===== src/rtl/slim_pkg.sv =====
package slim_pkg;

   localparam int SAMPLE_BITS_DEF = 24;
   localparam int COEFF_BITS_DEF  = 16;

   localparam int RATIO_W   = 16;
   localparam int GAIN_W    = 17;
   localparam int INDEX_W   = 2;

   // shared multiplier operand and product widths
   localparam int MUL_W  = 33;
   localparam int PROD_W = 2 * MUL_W;

   // log2 datapath: mantissa normalized in a 32-bit word, Q5.16 result
   localparam int LOG_W   = 32;
   localparam int EXP_W   = 5;
   localparam int FRAC_W  = 16;
   localparam int LVAL_W  = EXP_W + FRAC_W;

   // slope divider: 2^24 / ratio, one quotient bit per cycle
   localparam int DIV_TOP = 24;
   localparam int QUO_W   = DIV_TOP + 1;
   localparam int REM_W   = RATIO_W + 1;

   // integer square root unit
   localparam int SQ_W    = 62;
   localparam int SQ_TOP  = SQ_W - 2;
   localparam int ROOT_W  = 31;

   localparam logic [INDEX_W-1:0] CSR_THRESHOLD = 2'd0;
   localparam logic [INDEX_W-1:0] CSR_ATTACK    = 2'd1;
   localparam logic [INDEX_W-1:0] CSR_RELEASE   = 2'd2;
   localparam logic [INDEX_W-1:0] CSR_RATIO     = 2'd3;

   localparam int THRESHOLD_RESET = 4194304;
   localparam int ATTACK_RESET    = 58982;
   localparam int RELEASE_RESET   = 65208;
   localparam int RATIO_RESET     = 2560;
   localparam int RATIO_MIN       = 256;
   localparam int GAIN_UNITY      = 65536;

   typedef enum logic [4:0] {
      S_IDLE,
      S_ABS,
      S_ENV_A,
      S_ENV_B,
      S_ENV_C,
      S_CMP,
      S_DIV,
      S_NORM,
      S_LOG_MUL,
      S_LOG_BIT,
      S_ATT_MUL,
      S_ATT_RND,
      S_SQ_START,
      S_SQ_WAIT,
      S_GAIN,
      S_OUT_MUL,
      S_OUT_LOAD
   } state_type;

   function automatic int max3(input int a, input int b, input int c);
      int m;
      m = (a > b) ? a : b;
      return (m > c) ? m : c;
   endfunction

endpackage


===== src/rtl/slim_isqrt.sv =====
module slim_isqrt (
   input  logic                         clock,
   input  logic                         reset,
   input  logic                         start,
   input  logic [slim_pkg::SQ_W-1:0]    value,
   output logic                         busy,
   output logic [slim_pkg::ROOT_W-1:0]  root
);

   logic [slim_pkg::SQ_W-1:0] v_ff, v_in;
   logic [slim_pkg::SQ_W-1:0] r_ff, r_in;
   logic [slim_pkg::SQ_W-1:0] bit_ff, bit_in;
   logic [slim_pkg::SQ_W-1:0] trial;

   always_comb begin
      trial  = r_ff + bit_ff;
      v_in   = v_ff;
      r_in   = r_ff;
      bit_in = bit_ff;
      if (start) begin
         v_in   = value;
         r_in   = '0;
         bit_in = slim_pkg::SQ_W'(1) << slim_pkg::SQ_TOP;
      end else if (bit_ff != '0) begin
         if (v_ff >= trial) begin
            v_in = v_ff - trial;
            r_in = (r_ff >> 1) + bit_ff;
         end else begin
            r_in = r_ff >> 1;
         end
         bit_in = bit_ff >> 2;
      end
   end

   always_ff @(posedge clock) begin
      if (reset) begin
         bit_ff <= '0;
      end else begin
         bit_ff <= bit_in;
      end
   end

   always_ff @(posedge clock) begin
      v_ff <= v_in;
      r_ff <= r_in;
   end

   assign busy = (bit_ff != '0);
   assign root = r_ff[slim_pkg::ROOT_W-1:0];

endmodule


===== src/rtl/soft_limiter_envelope_gain.sv =====
// Unity-gain samples (envelope at or below threshold) skip the divider, log2 and square root steps.
// Limited samples run the slope divider, two 16-step log2 squarings and sixteen
// passes through the bit-serial square root.
// One transaction at a time; a new sample is taken only once the last result is in the
// output register, and the output step waits while a held result is still stalled.
// Synchronous reset restores register defaults and clears the envelope to zero.
module soft_limiter_envelope_gain #(
   parameter int SAMPLE_BITS = slim_pkg::SAMPLE_BITS_DEF,
   parameter int COEFF_BITS  = slim_pkg::COEFF_BITS_DEF,
   localparam int CsrW = slim_pkg::max3(SAMPLE_BITS - 1, COEFF_BITS, slim_pkg::RATIO_W)
) (
   input  logic                               clock,
   input  logic                               reset,
   input  logic                               req_valid,
   output logic                               req_stall,
   input  logic signed [SAMPLE_BITS-1:0]      req_sample_in,
   output logic                               rsp_valid,
   input  logic                               rsp_stall,
   output logic signed [SAMPLE_BITS-1:0]      rsp_sample_out,
   output logic [slim_pkg::GAIN_W-1:0]        rsp_gain_applied,
   input  logic                               csr_wen,
   input  logic [slim_pkg::INDEX_W-1:0]       csr_index,
   input  logic [CsrW-1:0]                    csr_data
);

   localparam int ThrW = SAMPLE_BITS - 1;
   localparam int AccW = SAMPLE_BITS + COEFF_BITS + 1;
   localparam int PW   = slim_pkg::PROD_W;
   localparam logic [COEFF_BITS:0] CoefOne  = (COEFF_BITS + 1)'(1) << COEFF_BITS;
   localparam logic [AccW-1:0]     AccHalf  = AccW'(1) << (COEFF_BITS - 1);
   localparam logic [SAMPLE_BITS-1:0] EnvMax = SAMPLE_BITS'(1) << (SAMPLE_BITS - 1);
   localparam logic signed [PW-1:0] SatHi = (PW'(1) <<< (SAMPLE_BITS - 1)) - PW'(1);
   localparam logic signed [PW-1:0] SatLo = -SatHi - PW'(1);
   localparam logic signed [PW-1:0] RndHalf = PW'(32768);

   // configuration registers
   logic [ThrW-1:0]                 thr_ff;
   logic [COEFF_BITS-1:0]           att_coef_ff;
   logic [COEFF_BITS-1:0]           rel_coef_ff;
   logic [slim_pkg::RATIO_W-1:0]    ratio_ff;

   slim_pkg::state_type             state_ff, state_in;
   logic signed [SAMPLE_BITS-1:0]   sample_ff, sample_in;
   logic [SAMPLE_BITS-1:0]          mag_ff, mag_in;
   logic [COEFF_BITS-1:0]           coef_ff, coef_in;
   logic [SAMPLE_BITS-1:0]          env_ff, env_in;
   logic [AccW-1:0]                 acc_ff, acc_in;
   logic signed [PW-1:0]            prod_ff, prod_in;
   logic [slim_pkg::REM_W-1:0]      rem_ff, rem_in;
   logic [slim_pkg::QUO_W-1:0]      quo_ff, quo_in;
   logic [4:0]                      dcnt_ff, dcnt_in;
   logic [slim_pkg::GAIN_W-1:0]     slope_ff, slope_in;
   logic [slim_pkg::LOG_W-1:0]      w_ff, w_in;
   logic [slim_pkg::EXP_W-1:0]      sh_ff, sh_in;
   logic [slim_pkg::LOG_W-1:0]      m_ff, m_in;
   logic [slim_pkg::FRAC_W-1:0]     frac_ff, frac_in;
   logic [3:0]                      kcnt_ff, kcnt_in;
   logic                            second_ff, second_in;
   logic [slim_pkg::LVAL_W-1:0]     le_ff, le_in;
   logic [slim_pkg::LVAL_W-1:0]     d_ff, d_in;
   logic [slim_pkg::LVAL_W-1:0]     att_ff, att_in;
   logic [slim_pkg::ROOT_W-1:0]     y_ff, y_in;
   logic [slim_pkg::GAIN_W-1:0]     gain_ff, gain_in;
   logic                            rsp_valid_ff, rsp_valid_in;
   logic signed [SAMPLE_BITS-1:0]   rsp_sample_ff, rsp_sample_in;
   logic [slim_pkg::GAIN_W-1:0]     rsp_gain_ff, rsp_gain_in;

   logic signed [slim_pkg::MUL_W-1:0] mul_a, mul_b;
   logic [SAMPLE_BITS-1:0]          mag_abs;
   logic [ThrW-1:0]                 thr_eff;
   logic [slim_pkg::RATIO_W-1:0]    ratio_eff;
   logic [slim_pkg::REM_W-1:0]      rem_shift;
   logic                            qbit;
   logic [slim_pkg::QUO_W-1:0]      quo_full;
   logic [slim_pkg::LOG_W-1:0]      sq_t;
   logic                            lbit;
   logic [slim_pkg::FRAC_W-1:0]     frac_next;
   logic [slim_pkg::LVAL_W-1:0]     log_val;
   logic [slim_pkg::LVAL_W:0]       att_sum;
   logic [63:0]                     gsum;
   logic [slim_pkg::EXP_W-1:0]      exp_n;
   logic [slim_pkg::FRAC_W-1:0]     att_frac;
   logic signed [PW-1:0]            rnd;
   logic                            sq_start;
   logic [slim_pkg::SQ_W-1:0]       sq_value;
   logic                            sq_busy;
   logic [slim_pkg::ROOT_W-1:0]     sq_root;

   slim_isqrt u_isqrt (
      .clock (clock),
      .reset (reset),
      .start (sq_start),
      .value (sq_value),
      .busy  (sq_busy),
      .root  (sq_root)
   );

   always_ff @(posedge clock) begin
      if (reset) begin
         thr_ff      <= ThrW'(slim_pkg::THRESHOLD_RESET);
         att_coef_ff <= COEFF_BITS'(slim_pkg::ATTACK_RESET);
         rel_coef_ff <= COEFF_BITS'(slim_pkg::RELEASE_RESET);
         ratio_ff    <= slim_pkg::RATIO_W'(slim_pkg::RATIO_RESET);
      end else if (csr_wen) begin
         case (csr_index)
            slim_pkg::CSR_THRESHOLD: thr_ff      <= csr_data[ThrW-1:0];
            slim_pkg::CSR_ATTACK:    att_coef_ff <= csr_data[COEFF_BITS-1:0];
            slim_pkg::CSR_RELEASE:   rel_coef_ff <= csr_data[COEFF_BITS-1:0];
            slim_pkg::CSR_RATIO:     ratio_ff    <= csr_data[slim_pkg::RATIO_W-1:0];
            default: ;
         endcase
      end
   end

   always_comb begin
      mag_abs   = sample_ff[SAMPLE_BITS-1] ? SAMPLE_BITS'(-sample_ff) : SAMPLE_BITS'(sample_ff);
      thr_eff   = (thr_ff == '0) ? ThrW'(1) : thr_ff;
      ratio_eff = (ratio_ff < slim_pkg::RATIO_W'(slim_pkg::RATIO_MIN))
                  ? slim_pkg::RATIO_W'(slim_pkg::RATIO_MIN) : ratio_ff;
      rem_shift = {rem_ff[slim_pkg::REM_W-2:0], (dcnt_ff == 5'(slim_pkg::DIV_TOP))};
      qbit      = (rem_shift >= {1'b0, ratio_eff});
      quo_full  = {quo_ff[slim_pkg::QUO_W-2:0], qbit};
      sq_t      = prod_ff[61:30];
      lbit      = sq_t[slim_pkg::LOG_W-1];
      frac_next = {frac_ff[slim_pkg::FRAC_W-2:0], lbit};
      log_val   = {5'(31) - sh_ff, frac_next};
      att_sum   = (slim_pkg::LVAL_W + 1)'((prod_ff[37:0] + 38'd32768) >> 16);
      exp_n     = att_ff[slim_pkg::LVAL_W-1:slim_pkg::FRAC_W];
      att_frac  = att_ff[slim_pkg::FRAC_W-1:0];
      gsum      = 64'(y_ff) + (64'd1 << (13 + int'(exp_n)));
      rnd       = (prod_ff + RndHalf) >>> 16;
      sq_value  = att_frac[kcnt_ff] ? (slim_pkg::SQ_W'(y_ff) << 29)
                                    : (slim_pkg::SQ_W'(y_ff) << 30);

      state_in      = state_ff;
      sample_in     = sample_ff;
      mag_in        = mag_ff;
      coef_in       = coef_ff;
      env_in        = env_ff;
      acc_in        = acc_ff;
      rem_in        = rem_ff;
      quo_in        = quo_ff;
      dcnt_in       = dcnt_ff;
      slope_in      = slope_ff;
      w_in          = w_ff;
      sh_in         = sh_ff;
      m_in          = m_ff;
      frac_in       = frac_ff;
      kcnt_in       = kcnt_ff;
      second_in     = second_ff;
      le_in         = le_ff;
      d_in          = d_ff;
      att_in        = att_ff;
      y_in          = y_ff;
      gain_in       = gain_ff;
      rsp_valid_in  = rsp_valid_ff & rsp_stall;
      rsp_sample_in = rsp_sample_ff;
      rsp_gain_in   = rsp_gain_ff;
      mul_a         = '0;
      mul_b         = '0;
      sq_start      = 1'b0;

      case (state_ff)
         slim_pkg::S_IDLE: begin
            if (req_valid) begin
               sample_in = req_sample_in;
               state_in  = slim_pkg::S_ABS;
            end
         end
         slim_pkg::S_ABS: begin
            mag_in   = mag_abs;
            coef_in  = (mag_abs > env_ff) ? att_coef_ff : rel_coef_ff;
            state_in = slim_pkg::S_ENV_A;
         end
         slim_pkg::S_ENV_A: begin
            mul_a    = slim_pkg::MUL_W'(coef_ff);
            mul_b    = slim_pkg::MUL_W'(env_ff);
            state_in = slim_pkg::S_ENV_B;
         end
         slim_pkg::S_ENV_B: begin
            acc_in   = prod_ff[AccW-1:0];
            mul_a    = slim_pkg::MUL_W'(CoefOne - (COEFF_BITS + 1)'(coef_ff));
            mul_b    = slim_pkg::MUL_W'(mag_ff);
            state_in = slim_pkg::S_ENV_C;
         end
         slim_pkg::S_ENV_C: begin
            env_in   = SAMPLE_BITS'((acc_ff + prod_ff[AccW-1:0] + AccHalf) >> COEFF_BITS);
            state_in = slim_pkg::S_CMP;
         end
         slim_pkg::S_CMP: begin
            if (env_ff > SAMPLE_BITS'(thr_eff)) begin
               rem_in   = '0;
               quo_in   = '0;
               dcnt_in  = 5'(slim_pkg::DIV_TOP);
               state_in = slim_pkg::S_DIV;
            end else begin
               gain_in  = slim_pkg::GAIN_W'(slim_pkg::GAIN_UNITY);
               state_in = slim_pkg::S_OUT_MUL;
            end
         end
         slim_pkg::S_DIV: begin
            rem_in = qbit ? (rem_shift - {1'b0, ratio_eff}) : rem_shift;
            quo_in = quo_full;
            if (dcnt_ff == '0) begin
               slope_in  = slim_pkg::GAIN_W'(slim_pkg::QUO_W'(slim_pkg::GAIN_UNITY) - quo_full);
               w_in      = slim_pkg::LOG_W'(env_ff);
               sh_in     = '0;
               second_in = 1'b0;
               state_in  = slim_pkg::S_NORM;
            end else begin
               dcnt_in = dcnt_ff - 5'd1;
            end
         end
         slim_pkg::S_NORM: begin
            // one bit of leading-zero shift per cycle
            if (w_ff[slim_pkg::LOG_W-1]) begin
               m_in     = w_ff >> 1;
               frac_in  = '0;
               kcnt_in  = '0;
               state_in = slim_pkg::S_LOG_MUL;
            end else begin
               w_in  = w_ff << 1;
               sh_in = sh_ff + 5'd1;
            end
         end
         slim_pkg::S_LOG_MUL: begin
            mul_a    = slim_pkg::MUL_W'(m_ff);
            mul_b    = slim_pkg::MUL_W'(m_ff);
            state_in = slim_pkg::S_LOG_BIT;
         end
         slim_pkg::S_LOG_BIT: begin
            m_in    = lbit ? (sq_t >> 1) : sq_t;
            frac_in = frac_next;
            if (kcnt_ff == 4'd15) begin
               if (!second_ff) begin
                  le_in     = log_val;
                  w_in      = slim_pkg::LOG_W'(thr_eff);
                  sh_in     = '0;
                  second_in = 1'b1;
                  state_in  = slim_pkg::S_NORM;
               end else begin
                  d_in     = (le_ff > log_val) ? (le_ff - log_val) : '0;
                  state_in = slim_pkg::S_ATT_MUL;
               end
            end else begin
               kcnt_in  = kcnt_ff + 4'd1;
               state_in = slim_pkg::S_LOG_MUL;
            end
         end
         slim_pkg::S_ATT_MUL: begin
            mul_a    = slim_pkg::MUL_W'(d_ff);
            mul_b    = slim_pkg::MUL_W'(slope_ff);
            state_in = slim_pkg::S_ATT_RND;
         end
         slim_pkg::S_ATT_RND: begin
            att_in   = att_sum[slim_pkg::LVAL_W-1:0];
            y_in     = slim_pkg::ROOT_W'(1) << 30;
            kcnt_in  = '0;
            state_in = slim_pkg::S_SQ_START;
         end
         slim_pkg::S_SQ_START: begin
            // fraction bits of the attenuation, lsb first
            sq_start = 1'b1;
            state_in = slim_pkg::S_SQ_WAIT;
         end
         slim_pkg::S_SQ_WAIT: begin
            if (!sq_busy) begin
               y_in = sq_root;
               if (kcnt_ff == 4'd15) begin
                  state_in = slim_pkg::S_GAIN;
               end else begin
                  kcnt_in  = kcnt_ff + 4'd1;
                  state_in = slim_pkg::S_SQ_START;
               end
            end
         end
         slim_pkg::S_GAIN: begin
            gain_in  = slim_pkg::GAIN_W'(gsum >> (14 + int'(exp_n)));
            state_in = slim_pkg::S_OUT_MUL;
         end
         slim_pkg::S_OUT_MUL: begin
            mul_a    = slim_pkg::MUL_W'(sample_ff);
            mul_b    = slim_pkg::MUL_W'(gain_ff);
            state_in = slim_pkg::S_OUT_LOAD;
         end
         slim_pkg::S_OUT_LOAD: begin
            mul_a = slim_pkg::MUL_W'(sample_ff);
            mul_b = slim_pkg::MUL_W'(gain_ff);
            // wait while the previous transaction is still held at the output
            if (!(rsp_valid_ff && rsp_stall)) begin
               if (rnd > SatHi) begin
                  rsp_sample_in = SAMPLE_BITS'(SatHi);
               end else if (rnd < SatLo) begin
                  rsp_sample_in = SAMPLE_BITS'(SatLo);
               end else begin
                  rsp_sample_in = SAMPLE_BITS'(rnd);
               end
               rsp_gain_in  = gain_ff;
               rsp_valid_in = 1'b1;
               state_in     = slim_pkg::S_IDLE;
            end
         end
         default: begin
            state_in = slim_pkg::S_IDLE;
         end
      endcase
   end

   assign prod_in = mul_a * mul_b;

   always_ff @(posedge clock) begin
      if (reset) begin
         state_ff     <= slim_pkg::S_IDLE;
         env_ff       <= '0;
         rsp_valid_ff <= 1'b0;
      end else begin
         state_ff     <= state_in;
         env_ff       <= env_in;
         rsp_valid_ff <= rsp_valid_in;
      end
   end

   always_ff @(posedge clock) begin
      sample_ff     <= sample_in;
      mag_ff        <= mag_in;
      coef_ff       <= coef_in;
      acc_ff        <= acc_in;
      prod_ff       <= prod_in;
      rem_ff        <= rem_in;
      quo_ff        <= quo_in;
      dcnt_ff       <= dcnt_in;
      slope_ff      <= slope_in;
      w_ff          <= w_in;
      sh_ff         <= sh_in;
      m_ff          <= m_in;
      frac_ff       <= frac_in;
      kcnt_ff       <= kcnt_in;
      second_ff     <= second_in;
      le_ff         <= le_in;
      d_ff          <= d_in;
      att_ff        <= att_in;
      y_ff          <= y_in;
      gain_ff       <= gain_in;
      rsp_sample_ff <= rsp_sample_in;
      rsp_gain_ff   <= rsp_gain_in;
   end

   assign req_stall        = (state_ff != slim_pkg::S_IDLE);
   assign rsp_valid        = rsp_valid_ff;
   assign rsp_sample_out   = rsp_sample_ff;
   assign rsp_gain_applied = rsp_gain_ff;

   envelope_bounded: assert property (@(posedge clock) disable iff (reset)
      env_ff <= EnvMax)
      else $error("envelope above full-scale magnitude");

   gain_not_above_unity: assert property (@(posedge clock) disable iff (reset)
      rsp_valid |-> rsp_gain_applied <= slim_pkg::GAIN_W'(slim_pkg::GAIN_UNITY))
      else $error("gain above unity");

   busy_after_accept: assert property (@(posedge clock) disable iff (reset)
      req_valid && !req_stall |=> req_stall && !sq_busy)
      else $error("not busy after transaction accepted");

   root_idle_outside_exp: assert property (@(posedge clock) disable iff (reset)
      sq_busy |-> state_ff == slim_pkg::S_SQ_WAIT)
      else $error("square root running outside exp2 step");

endmodule


===== config.mk =====
export PLATFORM = sky130hd
export DESIGN_NAME = soft_limiter_envelope_gain
export DESIGN_NICKNAME = d
export VERILOG_FILES = /design/src/rtl/slim_pkg.sv /design/src/rtl/slim_isqrt.sv /design/src/rtl/soft_limiter_envelope_gain.sv
export SDC_FILE = /design/constraint.sdc
export NUM_CORES = 2
export LEC_CHECK = 0
export BUFFER_PORTS_ARGS = -buffer_cell sky130_fd_sc_hd__buf_2
export CELL_PAD_IN_SITES_DETAIL_PLACEMENT = 2
export CELL_PAD_IN_SITES_GLOBAL_PLACEMENT = 2
export CORE_ASPECT_RATIO = 0.75
export CORE_UTILIZATION = 35
export DETAILED_ROUTE_END_ITERATION = 7
export GPL_ROUTABILITY_DRIVEN = 0
export PLACE_DENSITY_LB_ADDON = 0.12
export SYNTH_ARGS = -nofsm -noshare
export SYNTH_HDL_FRONTEND = slang
export SYNTH_SLANG_ARGS = --single-unit

===== constraint.sdc =====
create_clock -name clock -period 11.29 [get_ports clock]
set_clock_uncertainty 0.1 [all_clocks]
set_input_delay 1.6935 -clock clock [delete_from_list [all_inputs] [get_ports clock]]
set_output_delay 1.6935 -clock clock [all_outputs]
set_load 0.02 [all_outputs]

After elaboration in Yosys (flattened, before gate mapping)
Cells that the tools add are included.

storage, ports and cells
  register bits after elaboration = 721
  bits of input ports = 54
  word-level logic and storage cells = 201

cells by class
  equality and inequality tests = 32
  multipliers = 1
  mux-type cells = 63
  $add $sub $neg = 19
  reductions and logical operators = 38
  bitwise logic cells = 3
  shifts and indexed selects = 2
  magnitude comparators = 9

operator list
  kind                                                  count
  two-way mux 62 bit                                    4
  two-way mux 61 bit                                    3
  case mux 33 bit (5 select lines)                      1
  two-way mux 32 bit                                    5
  case mux 32 bit (5 select lines)                      1
  case mux 32 bit (3 select lines)                      1
  case mux 5 bit (17 select lines)                      1
  two-way mux 16 bit                                    5
  adder 66 x 17 -> 66 bit, second input constant        1
  multiplier 33 x 33 -> 66 bit                          1
  adder 31 x 64 -> 64 bit                               1
  case mux 16 bit (2 select lines)                      2
  case mux 32 bit (2 select lines)                      1
  << shifter 1 x 6 -> 64 bit, first input constant      1
  >> shifter 64 x 6 -> 17 bit                           1
  adder 61 x 61 -> 62 bit                               1
  adder 62 x 61 -> 62 bit                               1
  greater-or-equal comparator 62 bit                    1
  two-way mux 31 bit                                    2
  case mux 31 bit (2 select lines)                      1
  nonzero test 62 bit                                   1
  subtractor 62 bit                                     1
  two-way mux 5 bit                                     12
  > comparator 50 x 24 -> 1 bit, second input constant  1
  other kinds (58)                                      117

Depth between registers and ports, before layout
  depth after elaboration = 5
  gate-level depth with buffers = 40

Modules after synthesis
Synthesis repeated with hierarchy kept, for this count alone.

second synthesis, totals
  cell total of the unflattened synthesis = 8,815
  area, all modules = 80,076.8 sq um

modules (own cells, without submodules)
  module                      instances  cells an instance  seq. area each (sq um)  area each (sq um)
  soft_limiter_envelope_gain  1          6,936              15,294.7                65,449.0
  slim_isqrt                  1          1,879              3,723.6                 14,627.8

Worst setup path after synthesis
Ideal clock, no wire load.

  path type = register to register
  from = register coef_ff[5]
  to = register prod_ff[64]
  slack = 1.402 ns
  path buffers = 1
  setup time = 0.118 ns
  required time = 11.072 ns
  stages on the path, launching flop included = 38
  clock period less this slack = 9.888 ns
  data arrival time = 9.670 ns
  path through = edfxtp_1 or4_1 or3_1 or4_1 o21ai_0 xor2_1 o21a_1 buf_1 nor2_1 fa_1 inv_1 fa_1 inv_1 fa_1 inv_1 fa_1 inv_1 fa_1 [2 not listed] inv_1 fa_1 inv_1 fa_1 inv_1 ha_1 nand4_1 o21bai_1 a2111oi_2 a2111oi_2 o31ai_2 o31ai_2 nand3_1 o22ai_2 a211oi_1 o21bai_1 a21o_1 xor2_1

between the ends
  longest elaborated chain between the ends = 3

ends and longest elaborated chain
  what                                  RTL line                           text
  start: declaration                    soft_limiter_envelope_gain.sv:45   logic [COEFF_BITS-1:0] coef_ff, coef_in;
  start signal: assignment              soft_limiter_envelope_gain.sv:326  coef_ff <= coef_in;
  subtractor 17 x 16 -> 18 bit          soft_limiter_envelope_gain.sv:182  mul_a = slim_pkg::MUL_W'(CoefOne - (COEFF_BITS + 1)'(coef_ff));
  case mux 33 bit (5 select lines) (*)  soft_limiter_envelope_gain.sv:163  case (state_ff)
  multiplier 33 x 33 -> 66 bit (*)      soft_limiter_envelope_gain.sv:309  assign prod_in = mul_a * mul_b;
  via prod_in[64]                       soft_limiter_envelope_gain.sv:48   logic signed [PW-1:0] prod_ff, prod_in;
  end signal: assignment                soft_limiter_envelope_gain.sv:328  prod_ff <= prod_in;
  end: declaration                      soft_limiter_envelope_gain.sv:48

Mark *: on every way through the listed nets, which the timed path passes. The rest lies on a longest branch.
A chain may end at the register's enable or synchronous reset.

Worst setup path in the final report
  from = register state_ff[1]
  to = register prod_ff[48]

between the ends
  longest elaborated chain between the ends = 4
  elaborated cells on any way between the ends = 10
  classes of those cells = 1 x mul; 6 x eq/ne; 2 x mux; 1 x reduce/logical

ends and longest elaborated chain
  what                                                                                  RTL line                           text
  start: declaration                                                                    soft_limiter_envelope_gain.sv:42   slim_pkg::state_type state_ff, state_in;
  start signal: assignment                                                              soft_limiter_envelope_gain.sv:313  state_ff <= slim_pkg::S_IDLE;
  start signal: assignment                                                              soft_limiter_envelope_gain.sv:317  state_ff <= state_in;
  == test 5 bit or == test 5 x 4 -> 1 bit (tied branches)                               soft_limiter_envelope_gain.sv:163
  OR reduction 2 bit (no line)                                                          n/a
  case mux 33 bit (5 select lines) or case mux 32 bit (5 select lines) (tied branches)  soft_limiter_envelope_gain.sv:163
  multiplier 33 x 33 -> 66 bit (*)                                                      soft_limiter_envelope_gain.sv:309
  via prod_in[48]                                                                       soft_limiter_envelope_gain.sv:48

Marked as above.

==> results.md <==
- Via count: between 60k and 70k
- Leak: about 40 nW
- Avg Inst Size Synth: about 9 sq um
- CTS tree: built
- Synth-to-Final Area Change: 10.2%
- Hold Path Cell Cnt: 0
- Slowest stage cell, crit path: o41a_1
- DR WL/cell: roughly 29 um
- Reg clk slew, reported paths: roughly 0.070 ns
- Setup crit start kind: flip-flop
- Layout cells sized above 1: 7.48%
- Post-Syn Instances: around 8.5k
- Total Nets Final: roughly 10k
- Port bufs: 96
- Reg-to-Reg Start: state_ff[1]$_SDFFE_PP0P_
- CTS root buffer: clkbuf_16
- Status: complete, no violations
- Critical path endpoint category: flip-flop
- CTS Buf Count: 81
- Tot GR Track Use: 29.6%
- RSZ-0062 raised after global routing: false
- Largest delay contributor family on the critical path: adder cells
- Routed Antenna Nets: 0
- Synth warn: 0
- Vias in the first global route: around 70k
- Reg2reg path depth: 35
- Die H: around 410 um
- Peak Freq: about 91 MHz
- Tcrit/Tclk final: 97.2%
- Post-synth EDFFs: between 400 and 500
- Fin util: between 30 and 40%
- Synthesized area: 78,500 sq um
- Commonest cells after routing, fill and taps aside: inv_1 (1,372), fa_1 (1,056), nand2_1 (944)
- Crit path arrival time: roughly 12 ns
- Setup violators final: 0
- Worst-case clock buffer depth: 3
- 1st-iter DRT viols: slightly above 5k
- Leading cell type in the layout, fill and taps excluded: inv_1
- Core Region: 223,000 sq um
- Worst reg-to-reg setup slack: between 0.3 and 0.4 ns
- Cts hold-fix bufs: 0
- Row cnt: 150
- Top_reg_cell synth: edfxtp_1
- Drt pass-1 iters: 6
- Hold Vio Cnt, Final: 0
- Min-delay src: prod_ff[7]$_DFF_P_
- H-tree lvl count: 3
- Hold crit path type: reg2reg
- Pwr Total: 0.0101 W
- Final setup TNS: 0 ns
- Clock Latency Late Sink: 0.71 ns
- Slowest Stage Delay on Critical Path: around 0.8 ns
- Crit Reg-Reg Endpoint: prod_ff[48]$_DFF_P_
- First-pass GRT wire length: approximately 490,000 um
- Power density over cell area: roughly 120 nW/um^2
- I/O pin total: a little under 100
- Hold path endpoint: acc_ff[7]$_DFFE_PP_
- Grt ovf: 0
- Initial antenna violation count: 31
- Final Max Tran Viols: 0
- Largest net degree at the start of global routing: 85
- Max VDD drop: 0.542 mV
- Worst Tran Pin Value: between 1 and 1.5 ns
- Clk sink count: 720
- Total of max-cap violations: 0
- Hpwl dp: between 200,000 and 300,000 um
- Buf+Inv Stages, Crit Path: 8
- Critical path fanouts, max: 14
- Initial Util: a little over a third
- Die area: about 230,000 sq um
- Vias per std cell: 5.53
- Post-Route WL: between 300,000 and 400,000 um
- Post-synthesis sequential area ratio: around 24%
- Required @ worst endpoint: roughly 12 ns
- Seq cells post-synth: a little over 700
- Hold WS: 0.348 ns
- Critical path type: reg2reg
- Synth cell types: 101
- Async SR Flop Fraction: 0%
- DIE WIDTH: 549 um
- Clock period minus worst slack: 10.97 ns
- Drt drc: 0
- Slew HR: between 15 and 20%
worst reg2reg max path, delay by kind of cell (launching register included):
| kind | cells | cell delay (ns) |
|---|---|---|
| compound gates | 10 | 3.37 |
| xor+xnor | 1 | 0.16 |
| fa+ha+maj | 9 | 4.63 |
| buf+inv | 8 | 0.45 |
| flops | 1 | 0.68 |
| simple gates | 7 | 1.51 |
per-layer routing:
layer / vias up / share of wire, % / track usage (%) / routed length (um)
li1: 28069 / - / - / -
met1: 34427 / 48 / 44.2 / 161000
met2: 1627 / 43 / 45.4 / 145000
met3: 281 / 5.9 / 4.08 / 19600
met4: 6 / 2.3 / 6.34 / 7740
met5: - / 0.012 / 0 / 41
cell usage after synthesis, drive strengths merged, types with 17 or more instances:
master  instances  area (sq um)
a211oi         47           363
a21boi         19           143
a21o          161          1210
a21oi         414          2070
a221o          19           190
a221oi         28           258
a222oi         36           360
a31o           20           175
a31oi          70           444
and2           59           372
and3          127           801
buf            54           269
clkbuf        331          1240
dfxtp         260          5200
edfxtp        460         13800
fa           1056         21100
ha            511          6390
inv          1373          5150
mux2           29           327
mux2i          96           961
nand2         947          3550
nand2b         59           369
nand3         123           626
nand3b         26           195
nand4          64           400
nor2          859          3230
nor2b          49           307
nor3          115           576
nor4           37           250
o21a           59           443
o21ai         317          1590
o21bai         48           360
o22ai          17           113
o31ai          34           270
or2            21           131
or3            33           206
xnor2         214          1870
xor2          150          1310
state kept, by name (all words and copies together), names as in the netlist, 17 cells and up:
register and flops:
acc_ff 40, att_ff 21, d_ff 21, env_ff 24, gain_ff 17, le_ff 21
m_ff 31, mag_ff 24, prod_ff 66, rsp_gain_applied 17, rsp_sample_out 24, sample_ff 24
slope_ff 17, thr_ff 23, u_isqrt.bit_ff 31, u_isqrt.r_ff 62, u_isqrt.v_ff 62, w_ff 32
y_ff 31
metrics by stage:
| step | instances | setup slack [ns] | area [sq um] |
|---|---|---|---|
| 6_report | 11657 | 0.317 | 86500 |
| 5_1_grt | 11653 | 0.00586 | 86500 |
| 4_1_cts | 11651 | 0.0205 | 86400 |
| 3_5_place_dp | 11501 | 0.0680 | 83600 |
| 3_3_place_gp | 11501 | 0.185 | 83600 |
| 2_1_floorplan | 8572 | 1.40 | 78600 |
logic make-up after synthesis:
family	after synthesis	share of synthesized area, %
AO/OA/AOI/OAI	1429	11.8
XOR/XNOR	364	4.06
adder cells (fa/ha/maj)	1567	35.1
buffers and inverters	1760	8.50
flip-flops	720	24.2
multiplexers	131	1.81
other	2	0.00957
AND/OR/NAND/NOR	2562	14.5
worst max path at each step:
stage,end,startpoint,depth (start not counted)
after floorplan,prod_ff[64]$_DFF_P_,coef_ff[5]$_DFFE_PP_,37
after global placement,prod_ff[64]$_DFF_P_,coef_ff[5]$_DFFE_PP_,35
after detailed placement,prod_ff[65]$_DFF_P_,coef_ff[5]$_DFFE_PP_,34
after CTS,prod_ff[65]$_DFF_P_,coef_ff[5]$_DFFE_PP_,34
after global routing,prod_ff[64]$_DFF_P_,coef_ff[5]$_DFFE_PP_,35
final,prod_ff[48]$_DFF_P_,state_ff[1]$_SDFFE_PP0P_,35
power by group:
group	internal (W)	total (W)	switching (W)
Clock	0.00156	0.00286	0.00129
Sequential	0.00298	0.00320	0.000217
Combinational	0.00165	0.00407	0.00243
what timing repair did:
action | in CTS | in global routing
resized for setup | 0 | 7
endpoints found under the setup margin | 0 | 12
hold endpoints to repair | 0 | 0
buffers inserted | 0 | 2
cell type report:
class	count	area [sq um]
Inverter	1375	5160
Antenna cell	4	10.0
Multi-Input combinational cell	6092	53300
Sequential cell	720	19000
Timing Repair Buffer	352	2490
Clock buffer	103	2230
Clock inverter	47	527
Tap cell	2964	3710
Fill cell	24392	136000
Note: power is estimated with default switching activity, not from simulation.
